[src/rtl/core/lexical_token_classifier_top_assert.svh]
// assertion helpers shared by the token classifier rtl
`ifndef LEXICAL_TOKEN_CLASSIFIER_TOP_ASSERT_SVH
`define LEXICAL_TOKEN_CLASSIFIER_TOP_ASSERT_SVH

// condition holds at every edge outside reset
`define LTC_ASSERT_ALWAYS(lbl, cond) \
  lbl: assert property (@(posedge clk) disable iff (rst) (cond)) \
    else $error("lexical_token_classifier: invariant violated");

// consequent holds in the same cycle as the antecedent
`define LTC_ASSERT_IMPLY(lbl, ante, cons) \
  lbl: assert property (@(posedge clk) disable iff (rst) (ante) |-> (cons)) \
    else $error("lexical_token_classifier: implication violated");

// consequent holds in the cycle after the antecedent
`define LTC_ASSERT_NEXT(lbl, ante, cons) \
  lbl: assert property (@(posedge clk) disable iff (rst) (ante) |=> (cons)) \
    else $error("lexical_token_classifier: next-cycle check violated");

`endif

[src/rtl/core/ltc_pkg.sv]
package ltc_pkg;

  localparam int MAX_TOKEN_CHARS = 8;
  localparam int NUM_KEYWORDS = 7;

  // output queue, depth must be a power of two
  localparam int FIFO_DEPTH = 4;
  localparam int FIFO_PTR_W = $clog2(FIFO_DEPTH);
  localparam int FIFO_CNT_W = $clog2(FIFO_DEPTH + 1);

  localparam logic [2:0] CLS_OPERATOR   = 3'd0;
  localparam logic [2:0] CLS_DELIMITER  = 3'd1;
  localparam logic [2:0] CLS_CONSTANT   = 3'd2;
  localparam logic [2:0] CLS_SPECIAL    = 3'd3;
  localparam logic [2:0] CLS_KEYWORD    = 3'd4;
  localparam logic [2:0] CLS_IDENTIFIER = 3'd5;

  // keywords packed first character in the low byte
  localparam logic [39:0] KW_TEXT [NUM_KEYWORDS] = '{
    40'h000074_6e69,  // int
    40'h0000726f66,   // for
    40'h74616f6c66,   // float
    40'h0072616863,   // char
    40'h656c696877,   // while
    40'h0000006669,   // if
    40'h0065736c65    // else
  };
  localparam logic [3:0] KW_LEN [NUM_KEYWORDS] = '{
    4'd3, 4'd3, 4'd5, 4'd4, 4'd5, 4'd2, 4'd4
  };

  typedef struct packed {
    logic [7:0] char_in;
    logic       end_of_text;
  } char_item_t;

  typedef struct packed {
    logic [2:0]  token_class;
    logic [63:0] token_text;
    logic [3:0]  token_length;
    logic        truncated;
    logic        run_end;
  } token_item_t;

  // results of one input transaction handed to the output queue
  typedef struct packed {
    logic [1:0]  n;
    token_item_t first;
    token_item_t second;
  } ltc_push_t;

  function automatic logic is_op(input logic [7:0] c);
    return c == "*" || c == "/" || c == "+" || c == "-" || c == "=";
  endfunction

  function automatic logic is_delim(input logic [7:0] c);
    return c == "(" || c == ")" || c == "{" || c == "}" || c == ";" || c == ",";
  endfunction

  function automatic logic is_space(input logic [7:0] c);
    return c == " " || (c >= 8'd9 && c <= 8'd13);
  endfunction

  function automatic logic is_letter(input logic [7:0] c);
    return (c >= "a" && c <= "z") || (c >= "A" && c <= "Z");
  endfunction

  // text is zero above len, so a full-width compare plus length match suffices
  function automatic logic is_keyword(input logic [63:0] text, input logic [3:0] len);
    logic hit;
    hit = 1'b0;
    for (int k = 0; k < NUM_KEYWORDS; k++) begin
      if (len == KW_LEN[k] && text == {24'h0, KW_TEXT[k]}) hit = 1'b1;
    end
    return hit;
  endfunction

  function automatic logic [2:0] classify(input logic [63:0] text, input logic [3:0] len,
                                          input logic ovf);
    logic [7:0]  c;
    logic [2:0]  cls;
    c = text[7:0];
    priority if (len == 4'd1 && !is_letter(c)) begin
      priority if (is_op(c)) cls = CLS_OPERATOR;
      else if (is_delim(c)) cls = CLS_DELIMITER;
      else if (c >= "0" && c <= "9") cls = CLS_CONSTANT;
      else cls = CLS_SPECIAL;
    end else if (ovf) begin
      cls = CLS_IDENTIFIER;
    end else if (is_keyword(text, len)) begin
      cls = CLS_KEYWORD;
    end else begin
      cls = CLS_IDENTIFIER;
    end
    return cls;
  endfunction

endpackage

[src/rtl/core/ltc_out_fifo.sv]
module ltc_out_fifo (
  input  logic                 clk,
  input  logic                 rst,
  input  ltc_pkg::ltc_push_t   push,
  output logic                 room2,
  output logic                 token_valid,
  input  logic                 token_ready,
  output ltc_pkg::token_item_t token_item
);

  ltc_pkg::token_item_t entries [ltc_pkg::FIFO_DEPTH];
  logic [ltc_pkg::FIFO_PTR_W-1:0] rd_ptr;
  logic [ltc_pkg::FIFO_PTR_W-1:0] wr_ptr;
  logic [ltc_pkg::FIFO_PTR_W-1:0] wr_ptr_plus1;
  logic [ltc_pkg::FIFO_CNT_W-1:0] count;
  logic [ltc_pkg::FIFO_CNT_W-1:0] count_next;
  logic                           pop;

  assign token_valid  = count != '0;
  assign token_item   = entries[rd_ptr];
  assign pop          = token_valid && token_ready;
  assign room2        = count <= ltc_pkg::FIFO_CNT_W'(ltc_pkg::FIFO_DEPTH - 2);
  assign wr_ptr_plus1 = wr_ptr + 1'b1;
  assign count_next   = count + ltc_pkg::FIFO_CNT_W'(push.n) - ltc_pkg::FIFO_CNT_W'(pop);

  always_ff @(posedge clk) begin
    if (rst) begin
      rd_ptr <= '0;
      wr_ptr <= '0;
      count  <= '0;
    end else begin
      count  <= count_next;
      wr_ptr <= wr_ptr + ltc_pkg::FIFO_PTR_W'(push.n);
      if (pop) rd_ptr <= rd_ptr + 1'b1;
    end
  end

  always_ff @(posedge clk) begin
    if (push.n != 2'd0) entries[wr_ptr] <= push.first;
    if (push.n == 2'd2) entries[wr_ptr_plus1] <= push.second;
  end

endmodule

[src/rtl/core/lexical_token_classifier_top.sv]
// lexical token classifier
// input channel char_valid/char_ready/char_item carries one source byte per
// transaction plus an end-of-text flag. output channel token_valid/
// token_ready/token_item carries classified tokens in text order.
// an input transaction yields zero, one or two tokens: a pending word
// followed by an operator or delimiter gives two, with run_end set on the
// last token of the transaction.
// a token passes through the input register and then the output queue
// before the receiver can take it.
// throughput: one byte per cycle while the queue has room for two
// tokens; the four-entry queue absorbs a transaction that makes two.
// a held byte is only consumed while the queue has room for two tokens,
// so a stalled receiver backs up into char_ready and nothing is dropped.
// reset (rst, synchronous) empties the input register and the queue and
// clears the pending word; char_ready is low while rst is high.
// words longer than the buffer keep their first characters and come out
// with truncated set.
`include "lexical_token_classifier_top_assert.svh"

module lexical_token_classifier_top (
  input  logic                 clk,
  input  logic                 rst,
  input  logic                 char_valid,
  output logic                 char_ready,
  input  ltc_pkg::char_item_t  char_item,
  output logic                 token_valid,
  input  logic                 token_ready,
  output ltc_pkg::token_item_t token_item
);

  localparam int MAXC = ltc_pkg::MAX_TOKEN_CHARS;

  logic                item_valid;
  ltc_pkg::char_item_t item;
  logic                item_fire;
  logic                room2;

  logic [7:0] word_buffer [MAXC];
  logic [3:0] word_length;
  logic       word_overflow;
  logic [3:0] word_length_next;
  logic       word_overflow_next;

  logic [7:0]  c;
  logic        is_od;
  logic        is_ws;
  logic        is_plain;
  logic        room_left;
  logic        append;
  logic        pending;
  logic        flush;
  logic [3:0]  len_eff;
  logic        ovf_eff;
  logic [63:0] text_eff;
  logic [7:0]  byte_eff;

  ltc_pkg::token_item_t word_res;
  ltc_pkg::token_item_t tok_res;
  ltc_pkg::ltc_push_t   push;

  assign item_fire  = item_valid && room2;
  assign char_ready = !rst && (!item_valid || item_fire);

  always_ff @(posedge clk) begin
    if (rst) begin
      item_valid <= 1'b0;
    end else if (char_ready) begin
      item_valid <= char_valid;
    end
  end

  always_ff @(posedge clk) begin
    if (char_valid && char_ready) item <= char_item;
  end

  always_comb begin
    c         = item.char_in;
    is_od     = ltc_pkg::is_op(c) || ltc_pkg::is_delim(c);
    is_ws     = ltc_pkg::is_space(c);
    is_plain  = !is_od && !is_ws;
    room_left = word_length < 4'(MAXC);
    append    = is_plain && room_left;
    pending   = word_length != 4'd0;
    len_eff   = append ? word_length + 4'd1 : word_length;
    ovf_eff   = word_overflow || (is_plain && !room_left);
    // operator, delimiter and whitespace flush what was there; a word byte
    // with end of text flushes the word including itself
    flush     = is_plain ? item.end_of_text : pending;

    // view of the word with this byte appended, masked above its length
    text_eff = '0;
    for (int i = 0; i < MAXC; i++) begin
      byte_eff = (append && word_length == 4'(i)) ? c : word_buffer[i];
      text_eff[8*i +: 8] = (4'(i) < len_eff) ? byte_eff : 8'h00;
    end

    word_res.token_class  = ltc_pkg::classify(text_eff, len_eff, ovf_eff);
    word_res.token_text   = text_eff;
    word_res.token_length = len_eff;
    word_res.truncated    = ovf_eff;
    word_res.run_end      = 1'b1;

    tok_res.token_class  = ltc_pkg::is_op(c) ? ltc_pkg::CLS_OPERATOR : ltc_pkg::CLS_DELIMITER;
    tok_res.token_text   = {56'h0, c};
    tok_res.token_length = 4'd1;
    tok_res.truncated    = 1'b0;
    tok_res.run_end      = 1'b1;

    push.n      = 2'd0;
    push.first  = word_res;
    push.second = tok_res;
    if (item_fire) begin
      priority if (is_od && pending) begin
        push.n                = 2'd2;
        push.first.run_end    = 1'b0;
      end else if (is_od) begin
        push.n     = 2'd1;
        push.first = tok_res;
      end else if (flush) begin
        push.n = 2'd1;
      end else begin
        push.n = 2'd0;
      end
    end

    if (flush) begin
      word_length_next   = 4'd0;
      word_overflow_next = 1'b0;
    end else begin
      word_length_next   = len_eff;
      word_overflow_next = ovf_eff;
    end
  end

  always_ff @(posedge clk) begin
    if (rst) begin
      word_length   <= 4'd0;
      word_overflow <= 1'b0;
    end else if (item_fire) begin
      word_length   <= word_length_next;
      word_overflow <= word_overflow_next;
    end
  end

  always_ff @(posedge clk) begin
    for (int i = 0; i < MAXC; i++) begin
      if (item_fire && append && word_length == 4'(i)) word_buffer[i] <= c;
    end
  end

  ltc_out_fifo u_out_fifo (
    .clk         (clk),
    .rst         (rst),
    .push        (push),
    .room2       (room2),
    .token_valid (token_valid),
    .token_ready (token_ready),
    .token_item  (token_item)
  );

  `LTC_ASSERT_ALWAYS(a_len_bound, word_length <= 4'(MAXC))
  `LTC_ASSERT_IMPLY(a_ovf_full, word_overflow, word_length == 4'(MAXC))
  `LTC_ASSERT_IMPLY(a_two_only_od, push.n == 2'd2, is_od && pending)
  `LTC_ASSERT_NEXT(a_accept_held, char_valid && char_ready, item_valid)
  `LTC_ASSERT_NEXT(a_flush_clears, item_fire && flush, word_length == 4'd0 && !word_overflow)

endmodule
[config.mk]
export PLATFORM = sky130hd
export DESIGN_NAME = lexical_token_classifier_top
export DESIGN_NICKNAME = d
export VERILOG_FILES = /design/src/rtl/core/ltc_pkg.sv /design/src/rtl/core/ltc_out_fifo.sv /design/src/rtl/core/lexical_token_classifier_top.sv
export VERILOG_INCLUDE_DIRS = /design/src /design/src/rtl/core
export SDC_FILE = /design/constraint.sdc
export NUM_CORES = 1
export LEC_CHECK = 0
export ABC_CLOCK_PERIOD_IN_PS = 15900
export BUFFER_PORTS_ARGS = -buffer_cell sky130_fd_sc_hd__buf_4
export CORE_MARGIN = 3
export CORE_UTILIZATION = 45
export DETAILED_ROUTE_END_ITERATION = 6
export PLACE_DENSITY = 0.65
export SKIP_CTS_REPAIR_TIMING = 1
export SLEW_MARGIN = 10
export SYNTH_ARGS = -nofsm -noshare
export SYNTH_HDL_FRONTEND = slang
export SYNTH_HIERARCHICAL = 1
export SYNTH_SLANG_ARGS = --single-unit
[constraint.sdc]
create_clock -name clk -period 15.9 [get_ports clk]
set_clock_uncertainty 0.05 [all_clocks]
set_input_delay 1.59 -clock clk [delete_from_list [all_inputs] [get_ports clk]]
set_output_delay 1.59 -clock clk [all_outputs]
set_load 0.01 [all_outputs]
==> results of run 1 <==
[synth_stat cells (all sizes together), types with 4 or more instances]
master / n / area, um^2
nor4: 16 / 100
nor2: 103 / 389
nor2b: 9 / 56.3
nand2: 69 / 267
nor3b: 8 / 60.1
a211oi: 5 / 37.5
o21ai: 20 / 104
nand2b: 7 / 43.8
mux2: 302 / 3410
nand3: 24 / 138
a311oi: 5 / 50.0
ha: 8 / 100
a21oi: 44 / 228
mux4: 73 / 1640
and3: 9 / 56.3
o31ai: 9 / 67.6
or2: 6 / 37.5
a31oi: 7 / 43.8
and2: 10 / 62.6
nor4b: 4 / 50.1
nand4: 6 / 37.5
nor3: 23 / 120
dfxtp: 15 / 300
edfxtp: 365 / 11000
o211ai: 7 / 57.6
mux2i: 49 / 490
inv: 16 / 60.1
or3: 5 / 31.3
a22oi: 4 / 30.0
buf: 62 / 538
clkbuf: 31 / 116
[path summary, 6_finish.rpt]
check                               to  depth (start not counted)           from  slack (ns)
min                      word_overflow                          2  word_overflow        0.43
max          u_out_fifo/entries[1][24]                         11           c[4]       10.64
min reg2reg              word_overflow                          2  word_overflow        0.43
max reg2reg  u_out_fifo/entries[1][24]                         11           c[4]       10.64
[registers in the layout, indices dropped and copies added, names as in the netlist, named ones only]
register	cells
u_out_fifo/entries	292
word_buffer	64
c	8
word_length	4
u_out_fifo/count	3
u_out_fifo/rd_ptr	2
u_out_fifo/wr_ptr	2
item	1
item_valid	1
word_overflow	1
[metrics by stage]
step           hold slack [ns]  instance area, um^2  std cells
3_5_place_dp             0.418                22200       2242
4_1_cts                  0.427                23600       2315
6_report                 0.432                23600       2315
2_1_floorplan            0.393                21200       1629
3_3_place_gp             0.409                22200       2242
5_1_grt                  0.485                23600       2315
[power by group through the flow]
stage / Sequential [uW] / Combinational (uW) / Clock [uW]
after CTS: 1170 / 484 / 990
final: 1170 / 477 / 968
after global placement: 1190 / 481 / 0
after floorplan: 1160 / 329 / 0
after global routing: 1180 / 519 / 1030
after detailed placement: 1190 / 482 / 0
[area by class of cell]
class | count | share of cell area
inverters | 16 | 0.00255
clock buffers | 48 | 0.0465
well taps | 592 | 0.0314
multi-input cells | 1140 | 0.394
clock inverters | 25 | 0.0110
flip-flops and latches | 380 | 0.478
repair buffers | 114 | 0.0363
[placed cells by master, fill, tap and decap left out, drive strengths merged, types with 6 or more instances in the layout]
cell type and n:
nand2 69, nand4 6, nor4 16, clkinv 15
nor3 23, clkbuf 48, ha 8, or2 6
o31ai 9, nor2 103, and2 10, nand2b 7
edfxtp 365, mux2 302, a31oi 7, o211ai 7
nand3 24, o21ai 20, a21oi 44, conb 256
mux2i 49, inv 18, mux4 73, and3 9
dfxtp 15, buf 114, nor2b 9, nor3b 8
[critical path, delay by kind of cell, from the launching register on]
family	cells	cell delay [ns]
AOI/OAI and AO/OA	3	1.01
muxes	1	0.29
DFF	1	0.32
and+or+nand+nor	4	1.75
buffers and inverters	3	1.34
[metal layers]
metal  GRT usage  vias up  part of all wire
met5           0        -                 0
met2       0.360      320              0.49
met1       0.287     6410              0.44
met3      0.0283       83             0.045
li1            -     5789                 -
met4      0.0659        0             0.026
[cell families after synthesis]
kind of cell	after synthesis
multiplexers	424
flip-flops	380
AND/OR/NAND/NOR	317
AO/OA/AOI/OAI	130
buffers and inverters	109
adder cells (fa/ha/maj)	9
XOR/XNOR	4
other	2
==> metrics.md, run 1 <==
| Metric | Value |
|---|---|
| Status | completed |
| Filler cell count in the final layout | 3824 |
| Inserted Clock Buffers | ~40 |
| Number of synthesis warnings | 6 |
| Layout overhead on the synthesized area | 16.4% |
| Prevailing post-synth register cell | sky130_fd_sc_hd__edfxtp_1 |
| Tmin final | about 5.3 ns |
| Path type of the worst min-delay path | flip-flop to flip-flop |
| CP peak stage delay | 0.89 ns |
| Flops & latches, synth | 380 |
| Fin crit share | 0.331 |
| Sequential share of power | 0.447 |
| Register Area | 11300 um^2 |
| Post-synthesis simple-gate area fraction | 0.0801 |
| Die Y-Extent | 218 um |
| Post-synthesis instance area | roughly 20000 um^2 |
| Maximum capacitance violations | 0 |
| Detailed placer's ending HPWL | 31500 um |
| Number of diodes added for antenna fixing | 0 |
| Number of iterations in the first detailed-routing pass | 5 |
| Residual antenna-violating net count after detailed routing | 0 |
| Type of the worst setup path | flip-flop to flip-flop |
| Clock latency on the worst-skew pair | approximately 0.56 ns |
| Slowest cell on crit path | sky130_fd_sc_hd__nor2_4 |
| Initial antenna violation count | 0 |
| Number of global-route vias before repair | between 10000 and 15000 |
| Largest net degree at the start of global routing | between 40 and 50 |
| Worst slack at placement | roughly 11 ns |
| Number of I/O port buffers | 87 |
| Starting Density | 0.457 |
| Clock tree buffer depth | 3 |
| Die area | 47600 um^2 |
| Setup TNS Final | 0 ns |
| Number of clock sinks seen by CTS | between 300 and 400 |
| Vias per inst | 5.44 |
| Post-synthesis mux area share | 0.274 |
| Final weighted congestion in routability-driven placement | between 0.9 and 1 |
| Clk pwr share | 0.370 |
| Fraction of power spent switching nets | 0.254 |
| Count of final hold-check violations | 0 |
| DRC errors left | 0 |
| I/O pin count | 88 |
| Clock-pin slew of the registers on the worst-case setup and hold paths | 0.06 ns |
| Fraction of layout instances using a drive strength above 1 | 0.341 |
| Number of distinct library cells after synthesis | a little under 90 |
| Worst endpoint required time | 16.02 ns |
| Synthesized instance count | 1375 |
| Chip width | 218 um |
| Proportion of synthesized chip area in sequential cells | 0.556 |
| Kind of start point of the critical path | flip-flop |
| Post-synthesis share of cell area spent on xor and xnor gates | 0.00315 |
| Violation count after the first detailed-routing iteration | 842 |
| Slew at the pin with the worst max-slew slack | 1.10 ns |
| Peak fanout along the critical path | 45 |
| Part of the total power dissipated in combinational logic | 0.182 |
| Switching power | 664 uW |
| Number of vias in the routed layout | approximately 13000 |
| Number of flops mapped to enable cells by yosys | 365 |
| Number of nets in the layout | 1715 |
| Grt ovf | 0 |
| Final wirelength | 49800 um |
| End-of-flow core utilization | 0.532 |
| Peak supply drop | ~0.00014 V |
| Unrepaired setup endpoints after global routing | false |
| Mapped Avg Cell Area | 14.7 um^2 |
| Relative slew margins | 0.261 |
| TritonCTS clock tree | built |
| Standard-cell rows | 77 |
| Power per standard cell area | 111 nW/um^2 |
| Critical path's most frequent cell | sky130_fd_sc_hd__buf_4 |
| Main combinational cell family by area after synthesis | multiplexers |
| Buffer type at the clock tree root | sky130_fd_sc_hd__clkbuf_16 |
| Total GRT Usage | 0.213 |
| Total power | around 2600 uW |
| Worst Setup Slack, final | around 11 ns |
| Leakage | 0.00873 uW |
| Max Transition Viols Final | 0 |
| Kind of end point of the critical path | flip-flop |
| Share of flip-flops with an asynchronous set or reset | 0 |
| Area fraction in compound gates after synthesis | 0.0449 |
| Average detailed-routed wire length per instance | roughly 22 um |
| Worst-path cell chain | buf_4 > inv_1 > nand2_1 > o32a_1 > nand3_1 > o21ai_0 > a21oi_1 > nor2_1 > mux2i_1 > nor2_4 > buf_4 |
| CORE AREA | 44300 um^2 |
| Final setup fails | 0 |
| Area used by multi-input combinational logic | 9280 um^2 |
| Pint | approximately 2000 uW |
| Achievable clock frequency | around 190 MHz |
| Data arrival time of the worst path | 5.38 ns |
| Global-route wire length before repair | 77800 um |
| Synth Area in Adders | 0.00593 |
| Maximum level of the CTS H-tree | 2 |
No activity file was read; power rests on OpenSTA's default activity.
==> run 2: changes to the inputs <==
Settings changed: ABC_CLOCK_PERIOD_IN_PS 15900 to 5150.
Clock period 15.9 ns to 5.15 ns, I/O delays scaled along.
==> metrics.md, run 2 (synthesized netlist as in run 1, its figures left out) <==
| Metric | Value |
|---|---|
| Highest-count cells in the layout ignoring fill and taps | sky130_fd_sc_hd__edfxtp_1 (365), sky130_fd_sc_hd__mux2_2 (300), sky130_fd_sc_hd__conb_1 (256), sky130_fd_sc_hd__buf_4 (131), sky130_fd_sc_hd__nor2_1 (100) |
| Register Area | 11300 um^2 (unchanged) |
| Most common cell after layout, fill and taps aside | sky130_fd_sc_hd__edfxtp_1 |
| Standard-cell rows | 77 (unchanged) |
| CORE AREA | 44300 um^2 (unchanged) |
| Slowest cell on crit path | sky130_fd_sc_hd__nor2_1 |
| Kind of end point of the critical path | flip-flop |
| Die Y-Extent | 218 um (unchanged) |
| Largest reg by FF count | u_out_fifo/entries |
| Number of iterations in the first detailed-routing pass | 5 (unchanged) |
| Fraction of power spent switching nets | 0.253 (-0.000643) |
| Die area | 47600 um^2 (unchanged) |
| Total GRT Usage | 0.220 (+0.00725) |
| Area used by multi-input combinational logic | 9270 um^2 (about the same) |
| Final wirelength | 51700 um (+3.7%) |
| Clk pwr share | 0.359 (-0.011) |
| CP peak stage delay | 0.89 ns (about the same) |
| Type of the worst setup path | flip-flop to flip-flop |
| Switching power | 2020 uW (+200%) |
| Worst Setup Slack, final | 0.645 ns (-10.0 ns) |
| Data arrival time of the worst path | 4.76 ns (-0.62 ns) |
| Status | completed |
| Grt ovf | 0 (unchanged) |
| Count of placed standard cells in the final layout, fillers left out | 2342 (+1.2%) |
| Violation count after the first detailed-routing iteration | 968 (+15%) |
| Initial antenna violation count | 3 (+3) |
| Achievable clock frequency | 222 MHz (+17%) |
| Slew at the pin with the worst max-slew slack | 1.18 ns (+0.0787 ns) |
| Chip width | 218 um (unchanged) |
| Worst-path cell chain | buf_4 > a21oi_2 > nor2_1 > nor4_1 > a211oi_1 > or4b_1 > nor4b_1 > o2111ai_1 > o211ai_1 > o211ai_2 > mux2_2 |
| Max Transition Viols Final | 0 (unchanged) |
| Filler cell count in the final layout | 3770 (-1.4%) |
| DRC errors left | 0 (unchanged) |
| Sequential share of power | 0.455 (+0.008) |
| Worst slack at placement | 0.758 ns (-9.95 ns) |
| Starting Density | 0.457 (unchanged) |
| Residual antenna-violating net count after detailed routing | 0 (unchanged) |
| Detailed placer's ending HPWL | 33900 um (+7.6%) |
| Part of the total power dissipated in combinational logic | 0.186 (+0.004) |
| Number of diodes added for antenna fixing | 0 (unchanged) |
| Global-route wire length before repair | 80000 um (+2.9%) |
| Clock tree buffer depth | 3 (unchanged) |
| Worst endpoint required time | 5.41 ns (-10.61 ns) |
| Clock latency on the worst-skew pair | 0.55 ns (about the same) |
| Kind of start point of the critical path | flip-flop |
| Clock-pin slew of the registers on the worst-case setup and hold paths | 0.06 ns (about the same) |
| Top Registers | u_out_fifo/entries (292), word_buffer (64), c (8) |
| Final setup fails | 0 (unchanged) |
| Tmin final | 4.50 ns (-0.751 ns) |
| Leakage | 0.00885 uW (+1.3%) |
| Path type of the worst min-delay path | input port to flip-flop |
| Vias per inst | 5.48 (+0.71%) |
| I/O pin count | 88 (unchanged) |
| Pint | 5960 uW (+210%) |
| Number of nets in the layout | 1744 (+1.7%) |
| Number of I/O port buffers | 87 (unchanged) |
| Count of final hold-check violations | 0 (unchanged) |
| Buffer type at the clock tree root | sky130_fd_sc_hd__clkbuf_16 |
| Average detailed-routed wire length per instance | 22.1 um (+2.5%) |
| Max FFs per register | 292 (unchanged) |
| Number of global-route vias before repair | 13500 (+2.0%) |
| Maximum level of the CTS H-tree | 2 (unchanged) |
| Fin crit share | 0.875 (+0.544) |
| Power per standard cell area | 335 nW/um^2 (+200%) |
| Fraction of layout instances using a drive strength above 1 | 0.345 (+0.00331) |
| Relative slew margins | 0.211 (-0.0497) |
| Peak supply drop | 0.000237 V (+73%) |
| Peak fanout along the critical path | 17 (-62%) |
| Maximum capacitance violations | 0 (unchanged) |
| Final weighted congestion in routability-driven placement | 1.01 (+8.7%) |
| Unrepaired setup endpoints after global routing | false |
| Count of buffer and inverter cells on the critical path | 1 (-2) |
| Crit path max-delay family | simple AND/OR/NAND/NOR gates |
| Number of clock sinks seen by CTS | 380 (unchanged) |
| TritonCTS clock tree | built |
| Largest net degree at the start of global routing | 50 (+6.4%) |
| Number of vias in the routed layout | 12800 (+1.9%) |
| Layout overhead on the synthesized area | 17.7% |
| Inserted Clock Buffers | 43 (+4.9%) |
| Number of placed cells counting well taps | 2269 (+1.2%) |
==> run 2: cell count changes in the layout (fill, tap and decap cells not counted), sizes merged <==
cell and change:
bufinv -3, buf +27, clkbuf +10, inv -2, clkinvlp -1, clkinv -4
==> run 2: final timing paths <==
check	slack [ns]	cells after the start	to	startpoint
setup / recovery	0.65	11	u_out_fifo/entries[0][70]	c[4]
hold / removal	0.11	1	item[0]	char_item[0]
setup reg to reg	0.65	11	u_out_fifo/entries[0][70]	c[4]
hold reg to reg	0.43	2	word_overflow	word_overflow
==> run 2: routing by layer <==
| metal | GRT usage | vias to the layer above | share of wire |
|---|---|---|---|
| li1 | - | 5837 | - |
| met3 | 0.0334 | 92 | 0.046 |
| met5 | 0 | - | 0.00025 |
| met4 | 0.0652 | 2 | 0.023 |
| met1 | 0.301 | 6552 | 0.44 |
| met2 | 0.367 | 356 | 0.49 |
==> run 2: worst reg2reg max path, cell delays in order (launching register included) <==
cell	delay (ns)
sky130_fd_sc_hd__edfxtp_1	0.61
sky130_fd_sc_hd__buf_4	0.28
sky130_fd_sc_hd__a21oi_2	0.09
sky130_fd_sc_hd__nor2_1	0.89
sky130_fd_sc_hd__nor4_1	0.23
sky130_fd_sc_hd__a211oi_1	0.49
sky130_fd_sc_hd__or4b_1	0.52
sky130_fd_sc_hd__nor4b_1	0.28
sky130_fd_sc_hd__o2111ai_1	0.14
sky130_fd_sc_hd__o211ai_1	0.18
sky130_fd_sc_hd__o211ai_2	0.19
sky130_fd_sc_hd__mux2_2	0.32
==> run 2: layout make-up <==
class,instances,share of cell area
repair buffers,141,0.0497
flip-flops and latches,380,0.473
inverters,16,0.00252
well taps,592,0.0311
clock inverters,15,0.00509
clock buffers,58,0.0493
multi-input cells,1140,0.389
==> run 2: power groups by stage <==
stage | logic (uW) | clock network (uW) | registers [uW]
floorplan | 1020 | 0 | 3590
global placement | 1480 | 0 | 3700
detailed placement | 1490 | 0 | 3700
CTS | 1500 | 2950 | 3640
global route | 1590 | 3050 | 3650
finish | 1480 | 2860 | 3630
==> run 2: metrics by stage <==
stage,hold slack [ns],area [um^2],utilization,power [uW],TNS [ns]
floorplan,0.393,21200,-,4600,-113.05
global placement,0.408,22500,0.508,5180,0
detailed placement,0.416,22500,0.508,5190,0
CTS,0.0748,23800,0.538,8080,0
global route,0.0922,23800,0.538,8300,0
finish,0.113,23800,0.538,7970,0
